<file path="config.mk">
export PLATFORM = sky130hd
export DESIGN_NAME = dds_cell
export DESIGN_NICKNAME = d
export VERILOG_FILES = /design/src/hdl/dds_pkg.sv /design/src/hdl/dds_cell.sv
export SDC_FILE = /design/constraint.sdc
export NUM_CORES = 1
export LEC_CHECK = 0
export ABC_AREA = 0
export BUFFER_PORTS_ARGS = -buffer_cell sky130_fd_sc_hd__buf_2
export CORE_AREA = 2 2 117 119
export DETAILED_ROUTE_END_ITERATION = 8
export DIE_AREA = 0 0 119 121
export GPL_TIMING_DRIVEN = 1
export PLACE_DENSITY_LB_ADDON = 0.15
export SYNTH_ARGS = -nofsm -noshare
export SYNTH_HDL_FRONTEND = slang
export SYNTH_SLANG_ARGS = --single-unit
export TNS_END_PERCENT = 10
</file>
<file path="constraint.sdc">
create_clock -name clk_i -period 11.2 [get_ports clk_i]
set_input_delay 0.56 -clock clk_i [delete_from_list [all_inputs] [get_ports clk_i]]
set_output_delay 0.56 -clock clk_i [all_outputs]
set_load 0.01 [all_outputs]
</file>
<file path="src/hdl/dds_pkg.sv">
// ---------------------------------------------------------------------------
// Depth sorter package
// Shared word types, field widths and the per-cycle command bundle that the
// top level broadcasts to every cell of the sorting chain.
// ---------------------------------------------------------------------------
package dds_pkg;

  localparam int unsigned KeyBits     = 24;
  localparam int unsigned IndexBits   = 10;
  localparam int unsigned ShadeBits   = 8;
  localparam int unsigned MaxEntries  = 512;

  typedef enum logic {
    KIND_INSERT = 1'b0,
    KIND_DRAIN  = 1'b1
  } kind_e;

  typedef struct packed {
    logic [IndexBits-1:0] corner_d;
    logic [IndexBits-1:0] corner_c;
    logic [IndexBits-1:0] corner_b;
    logic [IndexBits-1:0] corner_a;
    logic [ShadeBits-1:0] shade;
  } payload_t;

  typedef struct packed {
    logic [KeyBits-1:0] key;
    payload_t           payload;
  } entry_t;

  // Input word.
  typedef struct packed {
    kind_e                kind;
    logic [KeyBits-1:0]   distance_key;
    logic [IndexBits-1:0] corner_a;
    logic [IndexBits-1:0] corner_b;
    logic [IndexBits-1:0] corner_c;
    logic [IndexBits-1:0] corner_d;
    logic [ShadeBits-1:0] shade;
  } in_t;

  // Result word.
  typedef struct packed {
    logic [KeyBits-1:0]   out_key;
    logic [IndexBits-1:0] out_corner_a;
    logic [IndexBits-1:0] out_corner_b;
    logic [IndexBits-1:0] out_corner_c;
    logic [IndexBits-1:0] out_corner_d;
    logic [ShadeBits-1:0] out_shade;
    logic                 is_last;
    logic                 is_empty;
  } out_t;

  // Command seen by every cell in the same cycle.
  typedef struct packed {
    logic   ins;
    logic   drn;
    entry_t new_entry;
  } cell_cmd_t;

endpackage

</file>
<file path="src/hdl/dds_cell.sv">
// ---------------------------------------------------------------------------
// Depth sorter cell
// One slot of the sorted chain. On an insert it keeps its entry, takes the
// new word, or takes its left neighbor's entry; on a drain it takes its right
// neighbor's entry.
// ---------------------------------------------------------------------------
module dds_cell (
  input  logic               clk_i,
  input  logic               rst_ni,
  input  dds_pkg::cell_cmd_t cmd_i,
  input  logic               left_lt_i,
  input  logic               left_valid_i,
  input  dds_pkg::entry_t    left_entry_i,
  input  logic               right_valid_i,
  input  dds_pkg::entry_t    right_entry_i,
  output logic               lt_o,
  output logic               valid_o,
  output dds_pkg::entry_t    entry_o
);

  logic            valid_q, valid_d;
  dds_pkg::entry_t entry_q, entry_d;
  logic            lt;

  // An empty slot counts as smaller than any key, so the insert point is the
  // first slot whose left neighbor is not smaller than the new key.
  assign lt = !valid_q || (entry_q.key < cmd_i.new_entry.key);

  always_comb begin
    valid_d = valid_q;
    entry_d = entry_q;
    if (cmd_i.drn) begin
      valid_d = right_valid_i;
      entry_d = right_entry_i;
    end else if (cmd_i.ins && lt) begin
      if (left_lt_i) begin
        valid_d = left_valid_i;
        entry_d = left_entry_i;
      end else begin
        valid_d = 1'b1;
        entry_d = cmd_i.new_entry;
      end
    end
  end

  always_ff @(posedge clk_i or negedge rst_ni) begin
    if (!rst_ni) begin
      valid_q <= 1'b0;
    end else begin
      valid_q <= valid_d;
    end
  end

  always_ff @(posedge clk_i) begin
    entry_q <= entry_d;
  end

  assign lt_o    = lt;
  assign valid_o = valid_q;
  assign entry_o = entry_q;

endmodule

</file>
Yosys cells after proc, flatten, opt, wreduce, memory -nomap -nowiden. Cells that the tools add are included. W data, S select, Z words.

Reductions and logical operators: 4. Order comparisons: 1. Multiplexer cells: 6.

Operators with widths (number): $mux W72 (3); $lt A24 B24 Y1 (1); $mux W1 (3); $reduce_bool A2 Y1 (1); $logic_and A1 B1 Y1 (1); $logic_not A1 Y1 (1); $logic_or A1 B1 Y1 (1).

Input bits: 223. Bits in registers: 73. Word-level logic and storage cells: 18. Output and inout port bits: 74.

Longest topological paths before layout.
Word-level depth: 5. Gate-level depth with buffers: 8. Gate-level depth less buffers: 8.

Worst setup path after synthesis. OpenSTA, ideal clock, no wires.

Kind: input-to-reg. Start: in cmd_i[69] (netlist bit). End: reg entry_q, in the netlist entry_o[0] (enable). Arrival: 3.418 ns. Path buffers: 0. Stages: 8. Setup time: 0.429 ns. Data required time: 10.771 ns. Slack: 7.353 ns. Cells stage by stage: inv_1 -> ha_1 -> a21o_1 -> a21oi_1 -> nor2b_1 -> or4_4 -> o21ai_2 -> a21o_1.

Word-level cells in the longest chain between the ends: 4.

RTL lines: start, declared (RTL line dds_cell.sv:10) `input dds_pkg::cell_cmd_t cmd_i,`; $lt A24 B24 Y1 (RTL line dds_cell.sv:27) `assign lt = !valid_q || (entry_q.key < cmd_i.new_entry.key);`; $logic_or A1 B1 Y1 (RTL line dds_cell.sv:27); net lt_o (RTL line dds_cell.sv:16) `output logic lt_o,`; $logic_and A1 B1 Y1 (RTL line dds_cell.sv:35) `end else if (cmd_i.ins && lt) begin`; $reduce_bool A2 Y1 (no source line); end signal, assigned (RTL line dds_cell.sv:55) `entry_q <= entry_d;`; end, declared (RTL line dds_cell.sv:22) `dds_pkg::entry_t entry_q, entry_d;`.

The timed path passes the listed nets, and every way through them passes these cells. A chain may end at the register's enable or synchronous reset.

Final worst setup path.
Start: reg entry_q, in the netlist entry_o[69]. End: reg entry_q, in the netlist entry_o[56] (enable).

Word-level cells in the longest chain between the ends: 4.

RTL lines (RTL line): $lt A24 B24 Y1 (dds_cell.sv:27); $logic_or A1 B1 Y1 (dds_cell.sv:27); $logic_and A1 B1 Y1 (dds_cell.sv:35); $reduce_bool A2 Y1 (no source line).

No other way between the ends.

==> impl_metrics.tcl <==
set metrics [dict create \
    status "finished, final reports clean" \
    finalSetupViolCount 0 \
    leakage_nw 3.171 \
    track_usage 0.1711 \
    maxSlewHeadroom 0.3981 \
    synth_edf_count 72 \
    final_cell_mix "buf_2, nand2_1, o21ai_0" \
    route.antenna.remaining_nets 0 \
    initialDrtViolationCount 108 \
    die_width_um 119 \
    initial_core_util 0.3278 \
    clk_path_buf_depth 2 \
    grt_max_degree 95 \
    period_minus_slack_ns 2.913 \
    cts_tree "yes" \
    fin_setup_tns_ns 0 \
    gp_congestion 0.8029 \
    grt_pass1_vias 4032 \
    critical_path.max_fanout 72 \
    dp_worst_setup_slack_ns 7.988 \
    wirelength_mm 12.56 \
    syn_avg_cell_area_um2 10.75 \
    route.layer.met1.wl_mm 4.531 \
    diodes 0 \
    drv_slew 0 \
    ys_seq_area_frac 0.5099 \
    layout_commonest_cell "buf_2" \
    skew_ns 0.006259 \
    antenna_found_initial 0 \
    yosys_most_used_dff "edfxtp_1" \
    cp.arrival_ns 2.86 \
    route.detailed.wl_per_inst_um 14.52 \
    finalNetCount 931 \
    crit_type "register to register" \
    dpl.cell_count 849 \
    synthCells 399 \
    ir_drop_mv 0.05858 \
    vias_per_cell 4.622 \
    power_density_mw_per_mm2 128.9 \
    highest_layer "met4" \
    synthesis.area_mm2 0.004289 \
    start_kind "register" \
    dieHeight_um 121 \
    drc 0 \
    worstPathRequired_ns 11.15 \
    grt_pass1_wl_mm 19.13 \
    htreeDepth 3 \
    finalCritPeriodShare 0.2601 \
    row_count 42 \
    finalHoldViolCount 0 \
    rsz0062_at_grt "no" \
    synthToLayoutAreaGrowth_pct 44.46 \
    io_buffers 296 \
    fmax_mhz 343.3 \
    core_area_mm2 0.01309 \
    wl_met3_mm 1.278 \
    fin_cells 865 \
    drive_gt1_frac 0.4586 \
    setup_ws_ns 8.287 \
    numCtsBuffers 9 \
    ys_ff_latch 73 \
    path_clk_slew_ns 0.06 \
    tightest_slew_ns 0.9029 \
    clkSinkCount 73 \
    dr_wl_met2_mm 6.591 \
    io_pins 297 \
    dp_hpwl_mm 10.17 \
    ys_types 26 \
    drv_cap 0 \
    hp-class "input pin to register" \
    async_flop_share 0.01370 \
    critPathCaptureType "register" \
    cts_resized 0 \
    vias 3998 \
    grt_overflow 0 \
    yosysWarnings 0 \
    clock-root-buffer "clkbuf_16" \
    timing.hold.ws_ns 0.5103 \
    die_area_mm2 0.01440 \
    finalPower_mw 0.7988 \
    dr.pass1.iters 4 \
    clk-insertion-delay-late_ns 0.32 \
    synth_nets 645 \
]
-- critical path: stages (launching register included) --
cell	delay, ns
edfxtp_1	0.40
ha_1	0.31
a21o_1	0.16
a21oi_1	0.15
nor2b_1	0.06
or4_4	0.50
o21ai_2	0.17
a21o_4	0.69
-- worst paths after layout --
path                                     from           to  slack [ns]  cells after the start
worst max-delay path              entry_o[69]  entry_o[56]        8.29                      7
worst min-delay path            right_valid_i      valid_o        0.51                      2
worst max register to register    entry_o[69]  entry_o[56]        8.29                      7
worst min register to register        valid_o      valid_o        0.60                      2
max in group asynchronous              rst_ni      valid_o       10.55                      2
min in group asynchronous              rst_ni      valid_o        0.56                      2
-- area by class of cell --
| cell class | count | area, um2 |
|---|---|---|
| well taps | 176 | 220.2 |
| clock inverters | 6 | 60.06 |
| flip-flops and latches | 73 | 2187 |
| inverters | 25 | 93.84 |
| repair buffers | 299 | 1511 |
| clock buffers | 9 | 225.2 |
| fillers | 1286 | 6889 |
| multi-input cells | 277 | 1898 |
-- sequential cells by signal, indices dropped and copies added (netlist names) --
register	cells
entry_o	72
valid_o	1
-- what timing repair did --
action	in CTS	in global routing
hold endpoints to repair	0	1
hold buffers	0	1
buffers inserted	0	0
-- metrics by stage --
stage	area [um2]	util
2_1_floorplan	4289	-
3_3_place_gp	5901	0.4509
3_5_place_dp	5901	0.4509
4_1_cts	6186	0.4727
5_1_grt	6196	0.4735
6_report	6196	0.4735
-- logic make-up after synthesis --
| group | share of synthesized area |
|---|---|
| adder cells (fa/ha/maj) | 0.06710 |
| buffers and inverters | 0.04930 |
| flip-flops | 0.5099 |
| multiplexers | 0.1680 |
| AND/OR/NAND/NOR | 0.08372 |
| AO/OA/AOI/OAI | 0.1219 |
-- power by group --
group	total (mW)	switching (mW)	internal, mW	leakage, nW
Sequential	0.350	0.0102	0.339	0.751
Combinational	0.174	0.0933	0.0806	2.28
Clock	0.275	0.106	0.170	0.139
Total	0.799	0.209	0.590	3.17
-- metal layers --
metal  vias to the layer above  global-route usage
met5                         -                   0
met4                         0             0.04688
met3                        12             0.06156
met2                       175              0.3283
met1                      1798              0.1737
li1                       2013                   -
-- Yosys cell counts, types with 2 or more instances --
library cell | number | area share
nand2_1 | 75 | 0.066
o21ai_0 | 73 | 0.085
edfxtp_1 | 72 | 0.50
mux2i_1 | 72 | 0.17
inv_1 | 25 | 0.022
ha_1 | 23 | 0.067
clkbuf_1 | 15 | 0.013
a21oi_1 | 9 | 0.011
buf_2 | 7 | 0.0082
a21o_1 | 6 | 0.011
nand4_1 | 5 | 0.0073
nand3_1 | 2 | 0.0023
nor2b_1 | 2 | 0.0029
Note: power is estimated with default switching activity, not from simulation.
